**src/sv/assert_macros.svh**
```systemverilog
// Assertion helpers used by the top-level RTL.
`ifndef ASSERT_MACROS_SVH
`define ASSERT_MACROS_SVH

// Same-cycle implication, off while reset is asserted.
`define PRA_ASSERT_IMPL(lbl, clk, rstn, ante, cons) \
  lbl: assert property (@(posedge clk) disable iff (!rstn) (ante) |-> (cons)) \
    else $error("%m: same-cycle check failed");

// Next-cycle implication, off while reset is asserted.
`define PRA_ASSERT_NEXT(lbl, clk, rstn, ante, cons) \
  lbl: assert property (@(posedge clk) disable iff (!rstn) (ante) |=> (cons)) \
    else $error("%m: next-cycle check failed");

`endif

```
**src/sv/pra_pkg.sv**
```systemverilog
`default_nettype none

package pra_pkg;

  // Field widths
  localparam int COORD_W      = 16;
  localparam int ANGLE_FRAC   = 8;
  localparam int TURN_W       = 18;
  localparam int HEADING_W    = 19;

  // Angles, in 2^-ANGLE_FRAC degree
  localparam int FULL_TURN    = 360 << ANGLE_FRAC;
  localparam int QUARTER_TURN = 90 << ANGLE_FRAC;
  localparam int ERR_W        = $clog2(FULL_TURN);
  localparam int R_W          = $clog2(QUARTER_TURN);
  localparam int SUM_W        = TURN_W + 2;

  // CORDIC: angles in 2^-24 degree, x/y in Q2.30
  localparam int CORDIC_STEPS = 16;
  localparam int MAX_STEPS    = 24;
  localparam int CORDIC_FRAC  = 24;
  localparam int Z_SHIFT      = CORDIC_FRAC - ANGLE_FRAC;
  localparam int CW           = 33;
  localparam int CORDIC_X0    = 652032874;
  localparam int STEP_W       = $clog2(CORDIC_STEPS);
  localparam int ATAN_IDX_W   = $clog2(MAX_STEPS);

  // Q1.15 factors and the rotate/accumulate path
  localparam int FRAC_Q15     = 15;
  localparam int UNIT_Q15     = 1 << FRAC_Q15;
  localparam int HALF_Q15     = 1 << (FRAC_Q15 - 1);
  localparam int FACT_W       = FRAC_Q15 + 2;
  localparam int DIFF_W       = COORD_W + 1;
  localparam int PROD_W       = DIFF_W + FACT_W;
  localparam int ACC_W        = PROD_W + 2;
  localparam int RND_W        = ACC_W - FRAC_Q15;

  // Stream payload widths, padded to whole bytes
  localparam int S_TDATA_W    = ((2 * COORD_W + TURN_W + 7) / 8) * 8;
  localparam int M_TDATA_W    = ((2 * COORD_W + HEADING_W + 7) / 8) * 8;

  // Register map
  localparam int CFG_ADDR_W   = 1;
  localparam logic [CFG_ADDR_W-1:0] REG_PIVOT_X = 1'b0;
  localparam logic [CFG_ADDR_W-1:0] REG_PIVOT_Y = 1'b1;

  // Multiplier phases
  localparam int PH_W = 3;
  localparam logic [PH_W-1:0] PH_DX_CC = 3'd0;
  localparam logic [PH_W-1:0] PH_DY_SS = 3'd1;
  localparam logic [PH_W-1:0] PH_DX_SS = 3'd2;
  localparam logic [PH_W-1:0] PH_DY_CC = 3'd3;
  localparam logic [PH_W-1:0] PH_FLUSH = 3'd4;

  typedef struct packed {
    logic              load;
    logic              prep;
    logic              step;
    logic [STEP_W-1:0] step_idx;
    logic              trig;
    logic              mul;
    logic [PH_W-1:0]   mul_phase;
    logic              round;
    logic              finish;
  } cmd_t;

  typedef struct packed {
    logic out_free;
  } status_t;

  // atan(2^-i) in 2^-24 degree
  function automatic logic signed [CW-1:0] atan_angle(input logic [ATAN_IDX_W-1:0] idx);
    logic signed [CW-1:0] a;
    case (idx)
      5'd0:  a = CW'(754974720);
      5'd1:  a = CW'(445687602);
      5'd2:  a = CW'(235489088);
      5'd3:  a = CW'(119537938);
      5'd4:  a = CW'(60000934);
      5'd5:  a = CW'(30029717);
      5'd6:  a = CW'(15018523);
      5'd7:  a = CW'(7509720);
      5'd8:  a = CW'(3754917);
      5'd9:  a = CW'(1877466);
      5'd10: a = CW'(938734);
      5'd11: a = CW'(469367);
      5'd12: a = CW'(234684);
      5'd13: a = CW'(117342);
      5'd14: a = CW'(58671);
      5'd15: a = CW'(29335);
      5'd16: a = CW'(14668);
      5'd17: a = CW'(7334);
      5'd18: a = CW'(3667);
      5'd19: a = CW'(1833);
      5'd20: a = CW'(917);
      5'd21: a = CW'(458);
      5'd22: a = CW'(229);
      5'd23: a = CW'(115);
      default: a = '0;
    endcase
    return a;
  endfunction

endpackage

`default_nettype wire

```
**src/sv/pra_ctrl.sv**
```systemverilog
`default_nettype none

module pra_ctrl (
  input  logic             clk_i,
  input  logic             rst_ni,
  input  logic             in_valid_i,
  output logic             in_ready_o,
  input  pra_pkg::status_t status_i,
  output pra_pkg::cmd_t    cmd_o
);
  import pra_pkg::*;

  localparam int ST_W = 3;
  localparam logic [ST_W-1:0] ST_IDLE   = 3'd0;
  localparam logic [ST_W-1:0] ST_PREP   = 3'd1;
  localparam logic [ST_W-1:0] ST_CORDIC = 3'd2;
  localparam logic [ST_W-1:0] ST_TRIG   = 3'd3;
  localparam logic [ST_W-1:0] ST_MUL    = 3'd4;
  localparam logic [ST_W-1:0] ST_ROUND  = 3'd5;
  localparam logic [ST_W-1:0] ST_FINISH = 3'd6;

  logic [ST_W-1:0]   state_q, state_d;
  logic [STEP_W-1:0] step_q, step_d;
  logic [PH_W-1:0]   mul_q, mul_d;

  always_comb begin
    state_d      = state_q;
    step_d       = step_q;
    mul_d        = mul_q;
    cmd_o        = '0;
    cmd_o.step_idx  = step_q;
    cmd_o.mul_phase = mul_q;
    in_ready_o   = 1'b0;
    case (state_q)
      ST_IDLE: begin
        in_ready_o = 1'b1;
        if (in_valid_i) begin
          cmd_o.load = 1'b1;
          state_d    = ST_PREP;
        end
      end
      ST_PREP: begin
        cmd_o.prep = 1'b1;
        step_d     = '0;
        state_d    = ST_CORDIC;
      end
      ST_CORDIC: begin
        cmd_o.step = 1'b1;
        if (step_q == STEP_W'(CORDIC_STEPS - 1)) begin
          state_d = ST_TRIG;
        end else begin
          step_d = step_q + 1'b1;
        end
      end
      ST_TRIG: begin
        cmd_o.trig = 1'b1;
        mul_d      = PH_DX_CC;
        state_d    = ST_MUL;
      end
      ST_MUL: begin
        cmd_o.mul = 1'b1;
        case (mul_q)
          PH_DX_CC: mul_d = PH_DY_SS;
          PH_DY_SS: mul_d = PH_DX_SS;
          PH_DX_SS: mul_d = PH_DY_CC;
          PH_DY_CC: mul_d = PH_FLUSH;
          default:  state_d = ST_ROUND;
        endcase
      end
      ST_ROUND: begin
        cmd_o.round = 1'b1;
        state_d     = ST_FINISH;
      end
      ST_FINISH: begin
        // hold here while the previous result is still unclaimed
        if (status_i.out_free) begin
          cmd_o.finish = 1'b1;
          state_d      = ST_IDLE;
        end
      end
      default: state_d = ST_IDLE;
    endcase
  end

  always_ff @(posedge clk_i or negedge rst_ni) begin
    if (!rst_ni) begin
      state_q <= ST_IDLE;
      step_q  <= '0;
      mul_q   <= PH_DX_CC;
    end else begin
      state_q <= state_d;
      step_q  <= step_d;
      mul_q   <= mul_d;
    end
  end

endmodule

`default_nettype wire

```
**src/sv/pra_datapath.sv**
```systemverilog
`default_nettype none

module pra_datapath (
  input  logic                              clk_i,
  input  logic                              rst_ni,
  input  logic                              cfg_we_i,
  input  logic [pra_pkg::CFG_ADDR_W-1:0]    cfg_addr_i,
  input  logic [pra_pkg::COORD_W-1:0]       cfg_wdata_i,
  input  logic [pra_pkg::S_TDATA_W-1:0]     in_data_i,
  input  logic                              in_last_i,
  input  pra_pkg::cmd_t                     cmd_i,
  output pra_pkg::status_t                  status_o,
  input  logic                              out_ready_i,
  output logic                              out_valid_o,
  output logic [pra_pkg::M_TDATA_W-1:0]     out_data_o,
  output logic                              out_user_o
);
  import pra_pkg::*;

  localparam logic signed [TURN_W-1:0]    TURN_POS  = TURN_W'(FULL_TURN);
  localparam logic signed [TURN_W-1:0]    TURN_NEG  = TURN_W'(-FULL_TURN);
  localparam logic signed [SUM_W-1:0]     FULL_S    = SUM_W'(FULL_TURN);
  localparam logic [ERR_W-1:0]            QTR_1     = ERR_W'(QUARTER_TURN);
  localparam logic [ERR_W-1:0]            QTR_2     = ERR_W'(2 * QUARTER_TURN);
  localparam logic [ERR_W-1:0]            QTR_3     = ERR_W'(3 * QUARTER_TURN);
  localparam logic signed [CW-1:0]        X0_C      = CW'(CORDIC_X0);
  localparam logic signed [CW-1:0]        UNIT_C    = CW'(UNIT_Q15);
  localparam logic signed [CW-1:0]        NUNIT_C   = CW'(-UNIT_Q15);
  localparam logic signed [CW-1:0]        C_HALF    = CW'(HALF_Q15);
  localparam logic signed [CW-1:0]        C_HALF_LO = CW'(HALF_Q15 - 1);
  localparam logic signed [ACC_W-1:0]     A_HALF    = ACC_W'(HALF_Q15);
  localparam logic signed [ACC_W-1:0]     A_HALF_LO = ACC_W'(HALF_Q15 - 1);
  localparam logic signed [COORD_W-1:0]   CMAX      = {1'b0, {(COORD_W-1){1'b1}}};
  localparam logic signed [COORD_W-1:0]   CMIN      = {1'b1, {(COORD_W-1){1'b0}}};
  localparam logic signed [HEADING_W:0]   FULL_H    = (HEADING_W+1)'(FULL_TURN);
  localparam int                          PAD_W     = M_TDATA_W - 2 * COORD_W - HEADING_W;
  localparam logic [1:0] QD_0 = 2'd0;
  localparam logic [1:0] QD_1 = 2'd1;
  localparam logic [1:0] QD_2 = 2'd2;

  // configuration and architectural state
  logic signed [COORD_W-1:0]   pivot_x_q, pivot_y_q;
  logic [ERR_W-1:0]            err_q, err_d;
  logic signed [HEADING_W-1:0] head_q, head_d;
  logic                        out_valid_q;

  // item payload
  logic signed [COORD_W-1:0]   px_q, py_q;
  logic signed [TURN_W-1:0]    turn_q;
  logic                        last_q;
  logic [ERR_W-1:0]            total_q;
  logic [1:0]                  quad_q;
  logic                        rzero_q;
  logic signed [CW-1:0]        x_q, y_q, z_q;
  logic signed [FACT_W-1:0]    cc_q, ss_q;
  logic signed [DIFF_W-1:0]    dx_q, dy_q;
  logic signed [PROD_W-1:0]    prod_q;
  logic signed [ACC_W-1:0]     accx_q, accy_q;
  logic signed [RND_W-1:0]     rx_q, ry_q;
  logic signed [COORD_W-1:0]   ox_q, oy_q;
  logic signed [HEADING_W-1:0] ohead_q;
  logic                        ounmoved_q;

  // combinational next values
  logic signed [COORD_W-1:0]   in_px, in_py;
  logic signed [TURN_W-1:0]    in_turn, turn_sat;
  logic signed [SUM_W-1:0]     sum_raw, sum_wrap;
  logic [ERR_W-1:0]            total_d;
  logic [1:0]                  quad_d;
  logic [R_W-1:0]              r_d;
  logic signed [CW-1:0]        xs, ys, at, x_n, y_n, z_n;
  logic signed [CW-1:0]        xr, yr;
  logic signed [FACT_W-1:0]    c_f, s_f, cc_d, ss_d;
  logic signed [DIFF_W-1:0]    op_a;
  logic signed [FACT_W-1:0]    op_b;
  logic signed [ACC_W-1:0]     rxs, rys;
  logic                        same;
  logic signed [COORD_W-1:0]   ox_d, oy_d;
  logic signed [HEADING_W:0]   hc;

  assign in_px   = in_data_i[COORD_W-1:0];
  assign in_py   = in_data_i[2*COORD_W-1:COORD_W];
  assign in_turn = in_data_i[2*COORD_W+TURN_W-1:2*COORD_W];

  always_comb begin
    if (in_turn > TURN_POS) begin
      turn_sat = TURN_POS;
    end else if (in_turn < TURN_NEG) begin
      turn_sat = TURN_NEG;
    end else begin
      turn_sat = in_turn;
    end
  end

  // total angle, wrapped once into one turn, then split into quadrant + rest
  always_comb begin
    sum_raw = SUM_W'(turn_q) + SUM_W'($signed({1'b0, err_q}));
    if (sum_raw < 0) begin
      sum_wrap = sum_raw + FULL_S;
    end else if (sum_raw >= FULL_S) begin
      sum_wrap = sum_raw - FULL_S;
    end else begin
      sum_wrap = sum_raw;
    end
    total_d = ERR_W'(sum_wrap);
    if (total_d >= QTR_3) begin
      quad_d = 2'd3;
      r_d    = R_W'(total_d - QTR_3);
    end else if (total_d >= QTR_2) begin
      quad_d = 2'd2;
      r_d    = R_W'(total_d - QTR_2);
    end else if (total_d >= QTR_1) begin
      quad_d = 2'd1;
      r_d    = R_W'(total_d - QTR_1);
    end else begin
      quad_d = 2'd0;
      r_d    = R_W'(total_d);
    end
  end

  // one CORDIC micro-rotation
  always_comb begin
    xs = x_q >>> cmd_i.step_idx;
    ys = y_q >>> cmd_i.step_idx;
    at = atan_angle(ATAN_IDX_W'(cmd_i.step_idx));
    if (!z_q[CW-1]) begin
      x_n = x_q - ys;
      y_n = y_q + xs;
      z_n = z_q - at;
    end else begin
      x_n = x_q + ys;
      y_n = y_q - xs;
      z_n = z_q + at;
    end
  end

  // CORDIC result to Q1.15, clamped to +-1.0, then quadrant fold
  always_comb begin
    xr = (x_q + (x_q[CW-1] ? C_HALF_LO : C_HALF)) >>> FRAC_Q15;
    yr = (y_q + (y_q[CW-1] ? C_HALF_LO : C_HALF)) >>> FRAC_Q15;
    if (rzero_q) begin
      c_f = FACT_W'(UNIT_Q15);
      s_f = '0;
    end else begin
      if (xr > UNIT_C) begin
        c_f = FACT_W'(UNIT_C);
      end else if (xr < NUNIT_C) begin
        c_f = FACT_W'(NUNIT_C);
      end else begin
        c_f = FACT_W'(xr);
      end
      if (yr > UNIT_C) begin
        s_f = FACT_W'(UNIT_C);
      end else if (yr < NUNIT_C) begin
        s_f = FACT_W'(NUNIT_C);
      end else begin
        s_f = FACT_W'(yr);
      end
    end
    case (quad_q)
      QD_0: begin
        cc_d = c_f;
        ss_d = s_f;
      end
      QD_1: begin
        cc_d = -s_f;
        ss_d = c_f;
      end
      QD_2: begin
        cc_d = -c_f;
        ss_d = -s_f;
      end
      default: begin
        cc_d = s_f;
        ss_d = -c_f;
      end
    endcase
  end

  // shared multiplier operands
  always_comb begin
    case (cmd_i.mul_phase)
      PH_DX_CC: begin
        op_a = dx_q;
        op_b = cc_q;
      end
      PH_DY_SS: begin
        op_a = dy_q;
        op_b = ss_q;
      end
      PH_DX_SS: begin
        op_a = dx_q;
        op_b = ss_q;
      end
      PH_DY_CC: begin
        op_a = dy_q;
        op_b = cc_q;
      end
      default: begin
        op_a = dx_q;
        op_b = cc_q;
      end
    endcase
  end

  // round half away from zero by 15 bits
  assign rxs = accx_q + (accx_q[ACC_W-1] ? A_HALF_LO : A_HALF);
  assign rys = accy_q + (accy_q[ACC_W-1] ? A_HALF_LO : A_HALF);

  // wrap-up: compare before saturation, heading wrap, error update
  always_comb begin
    same = (rx_q == RND_W'(px_q)) && (ry_q == RND_W'(py_q));
    if (rx_q > RND_W'(CMAX)) begin
      ox_d = CMAX;
    end else if (rx_q < RND_W'(CMIN)) begin
      ox_d = CMIN;
    end else begin
      ox_d = COORD_W'(rx_q);
    end
    if (ry_q > RND_W'(CMAX)) begin
      oy_d = CMAX;
    end else if (ry_q < RND_W'(CMIN)) begin
      oy_d = CMIN;
    end else begin
      oy_d = COORD_W'(ry_q);
    end
    hc = (HEADING_W+1)'(head_q);
    if (hc > FULL_H) begin
      hc = hc - FULL_H;
    end else if (hc < 0) begin
      hc = hc + FULL_H;
    end
    if (last_q) begin
      hc = hc + (HEADING_W+1)'(turn_q);
    end
    head_d = HEADING_W'(hc);
    // wrapped err + turn was already formed as the total angle
    err_d  = same ? total_q : err_q;
  end

  always_ff @(posedge clk_i or negedge rst_ni) begin
    if (!rst_ni) begin
      pivot_x_q <= '0;
      pivot_y_q <= '0;
    end else if (cfg_we_i) begin
      case (cfg_addr_i)
        REG_PIVOT_X: pivot_x_q <= cfg_wdata_i;
        REG_PIVOT_Y: pivot_y_q <= cfg_wdata_i;
        default: ;
      endcase
    end
  end

  always_ff @(posedge clk_i or negedge rst_ni) begin
    if (!rst_ni) begin
      err_q       <= '0;
      head_q      <= '0;
      out_valid_q <= 1'b0;
    end else if (cmd_i.finish) begin
      err_q       <= err_d;
      head_q      <= head_d;
      out_valid_q <= 1'b1;
    end else if (out_ready_i) begin
      out_valid_q <= 1'b0;
    end
  end

  always_ff @(posedge clk_i) begin
    if (cmd_i.load) begin
      px_q   <= in_px;
      py_q   <= in_py;
      turn_q <= turn_sat;
      last_q <= in_last_i;
    end
    if (cmd_i.prep) begin
      total_q <= total_d;
      quad_q  <= quad_d;
      rzero_q <= (r_d == '0);
      x_q     <= X0_C;
      y_q     <= '0;
      z_q     <= $signed(CW'({r_d, {Z_SHIFT{1'b0}}}));
    end else if (cmd_i.step) begin
      x_q <= x_n;
      y_q <= y_n;
      z_q <= z_n;
    end
    if (cmd_i.trig) begin
      cc_q   <= cc_d;
      ss_q   <= ss_d;
      dx_q   <= DIFF_W'(px_q) - DIFF_W'(pivot_x_q);
      dy_q   <= DIFF_W'(py_q) - DIFF_W'(pivot_y_q);
      accx_q <= ACC_W'(pivot_x_q) <<< FRAC_Q15;
      accy_q <= ACC_W'(pivot_y_q) <<< FRAC_Q15;
    end
    if (cmd_i.mul) begin
      prod_q <= op_a * op_b;
      // accumulate the product formed in the previous phase
      case (cmd_i.mul_phase)
        PH_DY_SS: accx_q <= accx_q + ACC_W'(prod_q);
        PH_DX_SS: accx_q <= accx_q - ACC_W'(prod_q);
        PH_DY_CC: accy_q <= accy_q + ACC_W'(prod_q);
        PH_FLUSH: accy_q <= accy_q + ACC_W'(prod_q);
        default: ;
      endcase
    end
    if (cmd_i.round) begin
      rx_q <= RND_W'(rxs >>> FRAC_Q15);
      ry_q <= RND_W'(rys >>> FRAC_Q15);
    end
    if (cmd_i.finish) begin
      ox_q       <= ox_d;
      oy_q       <= oy_d;
      ohead_q    <= head_d;
      ounmoved_q <= same;
    end
  end

  assign status_o.out_free = !out_valid_q || out_ready_i;
  assign out_valid_o       = out_valid_q;
  assign out_data_o        = {{PAD_W{1'b0}}, ohead_q, oy_q, ox_q};
  assign out_user_o        = ounmoved_q;

endmodule

`default_nettype wire

```
**src/sv/point_rotator_about_origin_unit.sv**
```systemverilog
// channel   dir  handshake             payload
// s_axis    in   tvalid/tready         tdata: point_x, point_y, turn_angle; tlast: last_in_set
// m_axis    out  tvalid/tready         tdata: rotated_x, rotated_y, heading_now; tuser: unmoved
// cfg       in   cfg_we_i (no stall)   cfg_addr_i: 0 pivot_x, 1 pivot_y; cfg_wdata_i
//
// A new request is taken only after the previous one has passed all its steps:
// the CORDIC shift-add unit runs its iterations one after another, and the four
// products share one 17x17 multiplier.
// A finished result waits in the output register; the next request is taken
// meanwhile, and the unit only holds in its last step if the old one is unclaimed.
// Reset (async, active low) clears pivot, error angle, heading and handshake state.
`default_nettype none
`include "assert_macros.svh"

module point_rotator_about_origin_unit (
  input  logic                           clk_i,
  input  logic                           rst_ni,
  input  logic                           s_axis_tvalid,
  output logic                           s_axis_tready,
  // [15:0] point_x, [31:16] point_y, [49:32] turn_angle, rest zero
  input  logic [pra_pkg::S_TDATA_W-1:0]  s_axis_tdata,
  input  logic                           s_axis_tlast,
  output logic                           m_axis_tvalid,
  input  logic                           m_axis_tready,
  // [15:0] rotated_x, [31:16] rotated_y, [50:32] heading_now, rest zero
  output logic [pra_pkg::M_TDATA_W-1:0]  m_axis_tdata,
  // [0] unmoved
  output logic                           m_axis_tuser,
  input  logic                           cfg_we_i,
  input  logic [pra_pkg::CFG_ADDR_W-1:0] cfg_addr_i,
  input  logic [pra_pkg::COORD_W-1:0]    cfg_wdata_i
);
  import pra_pkg::*;

  cmd_t    cmd;
  status_t status;

  pra_ctrl u_ctrl (
    .clk_i      (clk_i),
    .rst_ni     (rst_ni),
    .in_valid_i (s_axis_tvalid),
    .in_ready_o (s_axis_tready),
    .status_i   (status),
    .cmd_o      (cmd)
  );

  pra_datapath u_datapath (
    .clk_i       (clk_i),
    .rst_ni      (rst_ni),
    .cfg_we_i    (cfg_we_i),
    .cfg_addr_i  (cfg_addr_i),
    .cfg_wdata_i (cfg_wdata_i),
    .in_data_i   (s_axis_tdata),
    .in_last_i   (s_axis_tlast),
    .cmd_i       (cmd),
    .status_o    (status),
    .out_ready_i (m_axis_tready),
    .out_valid_o (m_axis_tvalid),
    .out_data_o  (m_axis_tdata),
    .out_user_o  (m_axis_tuser)
  );

  `PRA_ASSERT_NEXT(a_load_starts_prep, clk_i, rst_ni, s_axis_tvalid && s_axis_tready, cmd.prep)
  `PRA_ASSERT_IMPL(a_idle_no_work, clk_i, rst_ni, s_axis_tready, !(cmd.step || cmd.mul || cmd.round))
  `PRA_ASSERT_IMPL(a_finish_needs_slot, clk_i, rst_ni, cmd.finish, status.out_free)
  `PRA_ASSERT_IMPL(a_valid_from_finish, clk_i, rst_ni, $rose(m_axis_tvalid), $past(cmd.finish))

endmodule

`default_nettype wire
```
**config.mk**
```make
export PLATFORM = sky130hd
export DESIGN_NAME = point_rotator_about_origin_unit
export DESIGN_NICKNAME = d
export VERILOG_FILES = /design/src/sv/pra_pkg.sv /design/src/sv/pra_ctrl.sv /design/src/sv/pra_datapath.sv /design/src/sv/point_rotator_about_origin_unit.sv
export VERILOG_INCLUDE_DIRS = /design/src /design/src/sv
export SDC_FILE = /design/constraint.sdc
export NUM_CORES = 2
export LEC_CHECK = 0
export ABC_CLOCK_PERIOD_IN_PS = 9800
export BUFFER_PORTS_ARGS = -buffer_cell sky130_fd_sc_hd__buf_2
export CAP_MARGIN = 10
export CORE_UTILIZATION = 30
export DETAILED_ROUTE_END_ITERATION = 16
export GPL_TIMING_DRIVEN = 0
export PLACE_DENSITY_LB_ADDON = 0.15
export SYNTH_ARGS = -nofsm -noshare
export SYNTH_HDL_FRONTEND = slang
export SYNTH_SLANG_ARGS = --single-unit
```
**constraint.sdc**
```tcl
create_clock -name clk_i -period 9.8 [get_ports clk_i]
set_clock_uncertainty 0.1 [all_clocks]
set_input_delay 1.96 -clock clk_i [delete_from_list [all_inputs] [get_ports clk_i]]
set_output_delay 1.96 -clock clk_i [all_outputs]
set_load 0.01 [all_outputs]
```
Word level (Yosys, flattened, before mapping)
Memories as Yosys holds them, arrays and structs flattened. Cells that the tools add are included.

Register bits after elaboration: 517. Memories: 1. Logic and storage cells: 186. Bits in read-only memories: 480. Input bits: 79. Output and inout port bits: 59.

Memories: (name not given) (depth 16, width 30, read ports 1, clocked after memory_dff 0, wr ports 0, RTL line pra_pkg.sv:74) `case (idx)`.

Bitwise gates (word level): 1. Shift operators: 2. $mul: 1. Reductions and logical operators: 23. $lt $le $gt $ge: 17. Equal/unequal tests: 21. Add/subtract/negate cells: 27. Multiplexer cells: 59.

Operators with widths (count): $mux 36 (5); $mux 17 (10); $mux 15 (7); $pmux 17 s3 (2); $add 33x33->33 (3); $mux 33 (3); $sub 33x33->33 (3); $add 36x34->36 (2); $add 36x36->36 (2); $pmux 36 s2 (1); $add 33x16->33 (2); $sshr 33x4->33 (2); $mux 31 (2); $mux 19 (3); $eq 21x16->1 (2); $gt 21x16->1 const B (2); $lt 21x16->1 const B (2); $lt 19x1->1 const B (2); $gt 18x17->1 const B (2); $lt 18x16->1 const B (2); $sub 36x34->36 (1); $mul 17x17->34 (1); $neg 17->17 (2); $sub 16x16->17 (2); 47 further kinds (86).

Logic depth before layout (Yosys ltp)
Word-level depth: 9. Gate-level depth with buffers: 33. Gate-level depth less buffers: 30.

Modules after synthesis
Synthesis repeated with hierarchy kept, for this count alone.

Cell total of the unflattened synthesis: 5680. Area total of the unflattened synthesis: 51556.9 um^2.

By module, submodules not included: pra_datapath (area each 51000.2 um^2, seq. area each 13317.8 um^2, instances 1, cells each 5621); pra_ctrl (area each 556.8 um^2, seq. area each 250.2 um^2, instances 1, cells each 59).

Worst setup path after synthesis
Ideal clock, no wire load.

Path kind: flip-flop to flip-flop. Start point: reg u_ctrl.mul_q[0]. End point: reg u_datapath.prod_q[30] (data pin). Stages on the path, launching flop included: 28. Path buffers: 3. Period minus slack after synthesis: 8.238 ns. Data required time: 9.438 ns. Library setup time: 0.262 ns. Path slack: 1.562 ns. Data arrival time: 7.875 ns. Path through: dfrtp_1 -> clkbuf_1 -> xnor2_1 -> nor2_1 -> clkbuf_1 -> clkbuf_1 -> mux2_2 -> nand2_1 -> fa_1 -> fa_1 -> fa_1 -> inv_1 -> fa_1 -> fa_1 -> inv_1 -> fa_1 -> inv_1 -> ha_1 -> a21o_1 -> or3_1 -> nor3_1 -> nor3_1 -> o41a_1 -> o31a_1 -> o21ai_0 -> a21oi_1 -> mux2i_1 -> nand3_1.

Word-level cells in the longest chain between the ends: 4. Elaborated cells between the ends (all ways): 8. Those cells by class: mul (1); eq/ne (3); mux (2); reduce/logical (2).

Ends and longest elaborated chain: start, declared (RTL line pra_ctrl.sv:24) `logic [PH_W-1:0] mul_q, mul_d;`; start signal, assigned (RTL line pra_ctrl.sv:93) `mul_q <= mul_d;`; $eq 3x1->1 / $eq 3x2->1 (equally long branches) (RTL line pra_datapath.sv:182) `case (cmd_i.mul_phase)`; $reduce_or 2->1 (no source line); $mux 17 (RTL line pra_datapath.sv:182); $mul 17x17->34 * (RTL line pra_datapath.sv:296) `prod_q <= op_a * op_b;`; end signal, assigned (RTL line pra_datapath.sv:296); end, declared (RTL line pra_datapath.sv:57) `logic signed [PROD_W-1:0] prod_q;`.

Mark *: on every way between the ends. The rest lies on a longest branch, timed or not. A chain may end at the register's enable or synchronous reset.

Worst setup path in the final report
Same ends and word-level chain as after synthesis.

==> flow_summary.yaml <==
global_route:
  grt_max_degree: 69
  grtUsageTotal_pct: 21.3
  grt_pass1_wl_mm: 280
  gr-total-overflow: 0
  grt_pass1_vias: 43100
  antenna_found_initial: 9
critical_path:
  worstPathMaxFanout: 10
  end_kind: "flip-flop"
  regToRegStartpoint: "u_ctrl.mul_q[0]"
  start_kind: "flip-flop"
  r2r-end: "u_datapath.prod_q[30]"
  crit_slowest_cell: "mux2i_1"
  reg2reg_setup_slack_ps: 520
  path_class: "reg2reg"
  worst-endpoint-required_ps: 10080
  max_stage_delay_ps: 760
  crit_arrival_ps: 9560
  cp_common_cell: "fa_1"
  reg2reg_depth: 28
timing:
  whs_ps: 361
  fmax_mhz: 108
  maxSlewViolCount: 0
  rsz0062_at_grt: "false"
  fin_crit_sh_pct: 94.7
  hold_viol_final: 0
  worstMarginPinSlew_ps: 1200
  max_slew_margin_pct: 19.9
  tns_ps: 0
  fin_crit_ps: 9280
  setup_viol: 0
synthesis:
  yosysUniqueCellTypes: 111
  synth-edff-count: 282
  synth_ff_type: "edfxtp_1"
  synth.ff_latch_count: 517
  netlist_instances: 5830
  synth_area_um2: 51700
  syn_avg_cell_area_um2: 8.87
  synth-seq-area-share_pct: 26.2
  async_flop_share_pct: 15.3
  synth-warning-count: 0
final_layout:
  final_cells: 8412
  area_growth_pct: 11.8
  final_common_cell: "nand2_1"
  drive_gt1_share_pct: 8.40
  final_cell_mix: "620 x nand2_1, 563 x nor2_1, 554 x inv_1, 399 x ha_1, 327 x o21ai_0"
  fillCellCount: 17900
  nets: 6828
  ff_latch_area_um2: 13600
  multi_input_area_um2: 35200
placed_design:
  port_buffers: 126
  dp.cells: 8288
  place.gp.congestion: 0.956
  place_hpwl_mm: 150
detailed_routing:
  wl_met3_mm: 8.51
  highest_layer: "met4"
  routed_wl_mm: 188
  dr_wl_met2_mm: 88.2
  via_per_inst: 5.21
  wl_met1_mm: 84.3
  vias: 43800
  drc_errors: 0
  firstDrtPassIters: 6
  drtAntennaViolNets: 0
  dr.first_iter.drc_count: 3358
  post_drt_wl_per_cell_um: 22.3
clock_network:
  holdBufCountCts: 0
  cts_tree: "yes"
  clk_pin_slew_ps: 60
  numClockSinks: 517
  numCtsBuffers: 66
  cts_buffer_depth: 3
  cts_root_buf: "clkbuf_16"
  insertion_delay_ps: 690
  ctsHtreeMaxLevel: 3
floorplanning:
  io_pins: 138
  dieArea_um2: 174000
  core_area_um2: 171000
  rows: 152
  fp.dieH_um: 417
  die_w_um: 417
  start_util_pct: 30.2
min_path:
  hp-class: "reg2reg"
  min_path_cells: 2
  holdPathEnd: "u_datapath.z_q[13]"
  min_from: "u_datapath.z_q[13]"
run:
  cap_violations: 0
outcome:
  status: "finished clean"
per-stage QoR:
stage | worst slack [ps] | util [%] | cell area (um2)
2_1_floorplan | 1560 | - | 51700
3_3_place_gp | -749 | 32.2 | 55300
3_5_place_dp | -442 | 32.4 | 55500
4_1_cts | -24.9 | 33.7 | 57800
5_1_grt | 38.5 | 33.7 | 57800
6_report | 523 | 33.7 | 57800
routing by layer:
metal  global-route usage (%)  up-vias
met2                     35.2     1135
met4                     8.09        0
met5                        0        -
li1                         -    20900
met1                     28.5    21600
met3                     2.40      276
timing repair:
action,4_1_cts,5_1_grt
buffers inserted,0,0
resized for setup,5,13
endpoints found under the setup margin,8,8
worst max-delay path by stage:
stage / start / endpoint / cells after the start
3_5_place_dp: u_ctrl.mul_q[2] / u_datapath.prod_q[30] / 28
4_1_cts: u_ctrl.mul_q[0] / u_datapath.prod_q[30] / 28
5_1_grt: u_ctrl.mul_q[0] / u_datapath.prod_q[33] / 28
3_3_place_gp: u_ctrl.mul_q[0] / u_datapath.prod_q[30] / 28
2_1_floorplan: u_ctrl.mul_q[0] / u_datapath.prod_q[30] / 27
6_report: u_ctrl.mul_q[0] / u_datapath.prod_q[30] / 28
synth_stat cells (all sizes together), types with 12 or more instances:
library cell	count	area [um2]
o31ai	29	218
mux2i	82	821
dfxtp	156	3120
xor2	166	1460
nor2b	51	319
fa	305	6110
a31oi	74	478
ha	399	4990
mux4	71	1600
a211o	14	123
or4	16	124
and4	13	114
a31o	12	105
nand2	620	2330
nor2	565	2120
o2111ai	14	123
o21a	45	338
xnor2	263	2330
clkbuf	185	694
mux2	89	1010
o21ai	332	1660
a21o	128	961
a21oi	325	1650
or3	52	325
buf	53	263
edfxtp	282	8470
or2	22	138
nand2b	38	238
and3	57	357
nand3	142	711
dfrtp	79	1980
nor4	40	272
a211oi	45	338
inv	559	2100
o21bai	29	218
nor3b	12	90.1
nand4	26	163
o22ai	18	113
o211ai	32	259
a41oi	13	133
and2	47	294
nor3	130	651
a21boi	35	263
a22o	14	123
kinds of logic (layout without fill, tap and decap cells):
group / Yosys count / count (layout) / share of synthesized area, %
AND/OR/NAND/NOR: 1855 / 1855 / 16.3
AO/OA/AOI/OAI: 1282 / 1282 / 16.1
buffers and inverters: 800 / 1063 / 5.94
adder cells (fa/ha/maj): 704 / 704 / 21.5
flip-flops: 517 / 517 / 26.2
XOR/XNOR: 429 / 429 / 7.33
multiplexers: 242 / 242 / 6.62
other: 1 / 10 / 0.00725
state kept, by name, indices dropped and copies added (netlist names), 4 cells and up:
register / flops
u_datapath.ss_q: 17
u_datapath.err_q: 17
u_datapath.oy_q: 16
u_datapath.z_q: 33
u_datapath.dx_q: 17
u_datapath.turn_q: 18
u_datapath.py_q: 16
u_datapath.pivot_x_q: 16
u_ctrl.step_q: 4
u_datapath.rx_q: 21
u_datapath.prod_q: 34
u_datapath.total_q: 17
u_datapath.px_q: 16
u_datapath.head_q: 19
u_datapath.accx_q: 36
u_datapath.ox_q: 16
u_datapath.ohead_q: 19
u_datapath.dy_q: 17
u_datapath.x_q: 33
u_datapath.ry_q: 21
u_datapath.pivot_y_q: 16
u_datapath.cc_q: 17
u_datapath.accy_q: 36
u_datapath.y_q: 33
worst max-delay path: cells and delay by family (launching register included):
| kind | cells | cell delay (ps) |
|---|---|---|
| adder cells (fa/ha/maj) | 7 | 3320 |
| AND/OR/NAND/NOR | 6 | 1490 |
| AO/OA/AOI/OAI | 5 | 1330 |
| buffers and inverters | 7 | 1270 |
| multiplexers | 2 | 950 |
| flip-flops | 1 | 320 |
| XOR/XNOR | 1 | 190 |
layout make-up:
cell class | instances | share of cell area, %
multi-input cells | 4517 | 60.8
clock inverters | 35 | 0.684
clock buffers | 85 | 3.12
diodes | 5 | 0.0216
well taps | 2310 | 5.00
inverters | 562 | 3.66
flip-flops and latches | 517 | 23.5
repair buffers | 145 | 1.53
plain buffers | 236 | 1.67
Power is left out: the tool's default activity adds up to more than one toggle a clock period on the data nets, which glitch-free logic cannot reach.
